`src/rtl/core/pei_pkg.sv`:
```
package pei_pkg;

    localparam int CW = 16;           // coordinate width, Q12.4
    localparam int FB = 15;           // fraction bits of the cut position
    localparam int BW = CW + 2;       // coordinate differences and box bounds
    localparam int WW = 56;           // cross products, scaled numerators
    localparam int FW = 16;           // cut_fraction field width
    localparam int IW = 3;            // config index width
    localparam int SW = 5;            // sequencer step width
    localparam int DCW = $clog2(FB);

    typedef logic signed [CW-1:0] t_coord;
    typedef logic signed [BW-1:0] t_bsig;
    typedef logic signed [WW-1:0] t_wide;
    typedef logic [SW-1:0]        t_step;
    typedef logic [DCW-1:0]       t_dcnt;

    typedef enum logic [1:0] {
        ST_IDLE,
        ST_CALC,
        ST_DIV,
        ST_DONE
    } t_state;

    typedef logic [1:0] t_side;
    localparam t_side SIDE_ZERO = 2'd0;
    localparam t_side SIDE_POS  = 2'd1;
    localparam t_side SIDE_NEG  = 2'd2;

    typedef logic [1:0] t_hit;
    localparam t_hit HIT_NONE  = 2'd0;
    localparam t_hit HIT_START = 2'd1;
    localparam t_hit HIT_END   = 2'd2;

    localparam logic [1:0] MODE_MULTICUT = 2'd2;

    localparam logic [IW-1:0] REG_START_X = 3'd0;
    localparam logic [IW-1:0] REG_START_Y = 3'd1;
    localparam logic [IW-1:0] REG_END_X   = 3'd2;
    localparam logic [IW-1:0] REG_END_Y   = 3'd3;
    localparam logic [IW-1:0] REG_MODE    = 3'd4;

    // sequencer steps
    localparam t_step STEP_S2A   = 5'd0;
    localparam t_step STEP_S2B   = 5'd1;
    localparam t_step STEP_S1A   = 5'd2;
    localparam t_step STEP_S1B   = 5'd3;
    localparam t_step STEP_TEST  = 5'd4;
    localparam t_step STEP_XNA   = 5'd5;
    localparam t_step STEP_XNB   = 5'd6;
    localparam t_step STEP_YNA   = 5'd7;
    localparam t_step STEP_YNB   = 5'd8;
    localparam t_step STEP_XLO   = 5'd9;
    localparam t_step STEP_XHI   = 5'd10;
    localparam t_step STEP_YLO   = 5'd11;
    localparam t_step STEP_YHI   = 5'd12;
    localparam t_step STEP_AX    = 5'd13;
    localparam t_step STEP_AY    = 5'd14;
    localparam t_step STEP_BX    = 5'd15;
    localparam t_step STEP_BY    = 5'd16;
    localparam t_step STEP_SCALE = 5'd17;
    localparam t_step STEP_DEC   = 5'd18;

    function automatic t_side side_of(input t_wide s);
        t_side r;
        if (s == '0) begin
            r = SIDE_ZERO;
        end else if (s > 0) begin
            r = SIDE_POS;
        end else begin
            r = SIDE_NEG;
        end
        return r;
    endfunction

endpackage

```
`src/rtl/core/pei_mac.sv`:
```
module pei_mac import pei_pkg::*; (
    input  t_wide i_a,
    input  t_bsig i_b,
    input  t_wide i_c,
    input  logic  i_sub,
    output t_wide o_p
);
    t_wide prod;

    assign prod = i_a * t_wide'(i_b);
    assign o_p  = i_sub ? (i_c - prod) : (i_c + prod);
endmodule

```
`config.mk`:
```
export PLATFORM = sky130hd
export DESIGN_NAME = pei_mac
export DESIGN_NICKNAME = d
export VERILOG_FILES = /design/src/rtl/core/pei_pkg.sv /design/src/rtl/core/pei_mac.sv
export SDC_FILE = /design/constraint.sdc
export NUM_CORES = 2
export LEC_CHECK = 0
export BUFFER_PORTS_ARGS = -buffer_cell sky130_fd_sc_hd__clkbuf_2
export CAP_MARGIN = 20
export CORE_MARGIN = 2
export CORE_UTILIZATION = 36
export DETAILED_ROUTE_END_ITERATION = 12
export GPL_ROUTABILITY_DRIVEN = 0
export GPL_TIMING_DRIVEN = 0
export PLACE_DENSITY = 0.49
export SLEW_MARGIN = 10
export SYNTH_ARGS = -nofsm -noshare
export SYNTH_HDL_FRONTEND = slang
export SYNTH_SLANG_ARGS = --single-unit
```
`constraint.sdc`:
```
create_clock -name vclk -period 13.5
set_clock_uncertainty 0.05 [all_clocks]
set_input_delay 1.35 -clock vclk [all_inputs]
set_output_delay 1.35 -clock vclk [all_outputs]
set_load 0.05 [all_outputs]
```
# Yosys cells after proc, flatten, opt, wreduce, memory -nomap -nowiden
# Index checks and enable logic that the tools add are counted.
# totals
regBits	0
input_bits	131
wordCells	4
# op_classes
add_sub_neg	2
mul	1
mux	1
# ops
operator	n
56-bit adder	1
56-bit by 18-bit multiplier with 56-bit output	1
56-bit 2-to-1 mux	1
56-bit subtractor	1

# Longest topological paths before layout
# logic_depth
word_depth	3
mapped_depth	41

# Worst setup path before layout
# No wires, ideal clock.
# synth_path
kind	input -> output
from	input i_b[3]
to	output o_p[54]
arrival_ns	10.906
setup_slack_ns	1.194
cell_stages	37
path_buffers	4
path_cell_list	clkbuf_1 clkbuf_1 nand2_1 fa_1 inv_1 fa_1 inv_1 fa_1 inv_1 fa_1 fa_1 inv_1 fa_1 inv_1 ha_1 buf_6 a21oi_1 o21ai_2 or4_1 o221ai_1 o22ai_1 or4b_4 or3_1 or3_4 nor2_4 nor2_1 xnor2_1 ha_1 and3_1 clkbuf_1 nand2_1 or4_1 nor2_1 o41ai_1 o21ai_0 o41ai_1 xnor2_1
# synth_between
elab_chain_len	3
elab_cells_between_ends	4
classes_between	2 x add/sub; 1 x mul; 1 x mux
# synth_rtl
item	line_no	text
start, declared	pei_mac.sv:3	input t_bsig i_b,
56-bit by 18-bit multiplier with 56-bit output (*)	pei_mac.sv:10	assign prod = i_a * t_wide'(i_b);
56-bit adder / 56-bit subtractor (equally long branches)	pei_mac.sv:11	assign o_p = i_sub ? (i_c - prod) : (i_c + prod);
56-bit 2-to-1 mux (*)	pei_mac.sv:11	
end, declared	pei_mac.sv:6	output t_wide o_p
# Every way passes the cells marked *; elsewhere a longest branch is shown, timed or not.

# Worst setup path in the final report
# layout_path
from	input i_b[16]
to	output o_p[54]
# The elaborated chain is that of the path after synthesis.

==> impl_metrics.env <==
export IMPL_outcome="completed"
export IMPL_relSlewSlack=0.3868
export IMPL_vias_per_cell=5.025
export IMPL_final_area_um2=33760
export IMPL_synth_area_leader_cell="fa_1"
export IMPL_synthTopCellsByArea="fa_1 (46%), inv_1 (10%), nand2_1 (8.5%)"
export IMPL_path_buf_inv=7
export IMPL_grt_pass1_vias=27831
export IMPL_cp_data_required_time_ps=12100
export IMPL_yosysUniqueCellTypes=92
export IMPL_worstSetupPathType="in2out"
export IMPL_synth_top_cell_area_share=0.4597
export IMPL_die_w_um=298.7
export IMPL_synth_area_um2=31270
export IMPL_grt_max_degree=14
export IMPL_area_growth_syn_to_layout_pct=7.955
export IMPL_maxCapViolations=0
export IMPL_met2_usage=0.4481
export IMPL_end_kind="primary output"
export IMPL_ios=187
export IMPL_slew_viol_final=0
export IMPL_setup_viol=0
export IMPL_fmax_mhz=76.75
export IMPL_nFlopsAndLatches=0
export IMPL_seqCellArea_um2=0
export IMPL_seq_area_frac_synth=0
export IMPL_min_to="o_p[0]"
export IMPL_synth_commonest_cells="inv_1 (846), fa_1 (718), nand2_1 (707), clkbuf_1 (209), ha_1 (198)"
export IMPL_post_route_period_util=0.9651
export IMPL_crit_path_frequent_cell="fa_1"
export IMPL_wl_um=106300
export IMPL_dieHeight_um=298.7
export IMPL_met3_usage=0.01250
export IMPL_rows=108
export IMPL_drt_drc_violations_left=0
export IMPL_dp_hpwl_um=91280
export IMPL_port_buffers=142
export IMPL_syn_nets=4909
export IMPL_critPathTopFamily="adder cells"
export IMPL_drt_first_pass_iters=5
export IMPL_worst_slew_pin_slew_ps=919.8
export IMPL_syn_avg_cell_area_um2=8.097
export IMPL_whs_path_depth=5
export IMPL_ant_nets=0
export IMPL_nNetsFinal=5051
export IMPL_clockBufferCount=0
export IMPL_drt_iter0_markers=1457
export IMPL_fillers=9181
export IMPL_grt_pass1_wl_um=166200
export IMPL_wl_per_cell_um=20.60
export IMPL_yosys_warnings=0
export IMPL_start_util=0.3616
export IMPL_min_delay_start="i_c[0]"
export IMPL_synthCells=3862
export IMPL_multiInputGateArea_um2=27310
export IMPL_utilization=0.3903
export IMPL_worstPathMaxFanout=13
export IMPL_hp_class="in2out"
export IMPL_layoutNonFillerInstCount=5160
export IMPL_hold_violations=0
export IMPL_dpl_instance_area_um2=33440
export IMPL_top_usage_layer="met2"
export IMPL_antenna_found_initial=4
export IMPL_period_needed_ps=13030
export IMPL_vias=25930
export IMPL_slowest_delay_ps=600
export IMPL_layout_drive_gt1_share=0.08296
export IMPL_die_area_um2=89230
export IMPL_placed_cells=5160
export IMPL_gr_total_overflow=0
export IMPL_start_kind="primary input"
export IMPL_track_usage=0.2440
export IMPL_cp_slowest_cell="fa_1"
export IMPL_synth_most_common_cell="inv_1"
export IMPL_critPathArrivalTime_ps=11630
export IMPL_use_met1=0.3074
export IMPL_rsz0062_at_grt="yes"
export IMPL_core_um2=86480
## layout make-up
type / count / share of cell area
Multi-Input combinational cell: 2787 / 0.8090
Tap cell: 1155 / 0.04281
Timing Repair Buffer: 144 / 0.02202
Antenna cell: 3 / 0.0002224
Inverter: 847 / 0.09418
Buffer: 224 / 0.03180
## worst max-delay path by stage
| stage | from | depth (start not counted) | end | slack, ps |
|---|---|---|---|---|
| after CTS | i_a[8] | 35 | o_p[54] | 0.5 |
| after detailed placement | i_b[17] | 35 | o_p[54] | -1150 |
| after global routing | i_a[31] | 37 | o_p[55] | -90 |
| after floorplan | i_b[3] | 37 | o_p[54] | 1190 |
| after global placement | i_b[17] | 35 | o_p[54] | -1120 |
| final | i_b[16] | 34 | o_p[54] | 470 |
## cells by family after synthesis
family          share of synthesized area
mux                              0.003121
xor+xnor                          0.04370
buf+inv                            0.1304
fa+ha+maj                          0.5389
compound gates                    0.09724
simple gates                       0.1866
## routing by layer
layer	share of wire	up-vias	routed length (µm)
met5	0	-	0
met2	0.51	641	53870
met4	0.041	0	4383
met3	0.041	134	4382
met1	0.41	13202	43670
li1	-	11953	-
## repair_timing
action,in CTS,in global routing
resized for setup,59,204
endpoints found under the setup margin,22,18
buffers inserted,0,1
hold buffers,0,0
pin swaps,0,1
## per-stage QoR
step | hold slack, ps | setup TNS (ps) | setup slack [ps]
3_5_place_dp | 3160 | -12570 | -1150
5_1_grt | 3199 | -109.9 | -92.03
2_1_floorplan | 2988 | 0 | 1194
3_3_place_gp | 3155 | -12290 | -1119
4_1_cts | 3161 | 0 | 0.5356
6_report | 3153 | 0 | 471.1
## cell usage in the layout, fill, tap and decap left out, types with 6 or more instances in the layout
cell type	count
fa_1	718
and3_1	18
clkbuf_4	15
ha_1	198
and2_1	196
a41oi_1	6
nor2_1	117
nand2b_1	29
nand3_1	31
xor2_1	35
clkbuf_2	227
nand4_1	28
nand2_1	707
nor3_1	27
a211o_1	8
inv_1	846
a211oi_2	6
a211oi_1	16
buf_2	16
buf_4	7
xnor2_1	121
o21ai_0	58
o21bai_1	15
o21ai_1	10
o211ai_1	9
o21a_1	20
nor2b_1	35
or2_2	7
clkbuf_1	94
or3_1	14
a31oi_1	23
nor4_1	6
a21oi_1	132
a21o_1	61
o31ai_1	6
## tightest hold or removal path, stage by stage
cell and delay (ps):
clkbuf_2 80, inv_1 50, ha_1 120, inv_1 40, clkbuf_2 220
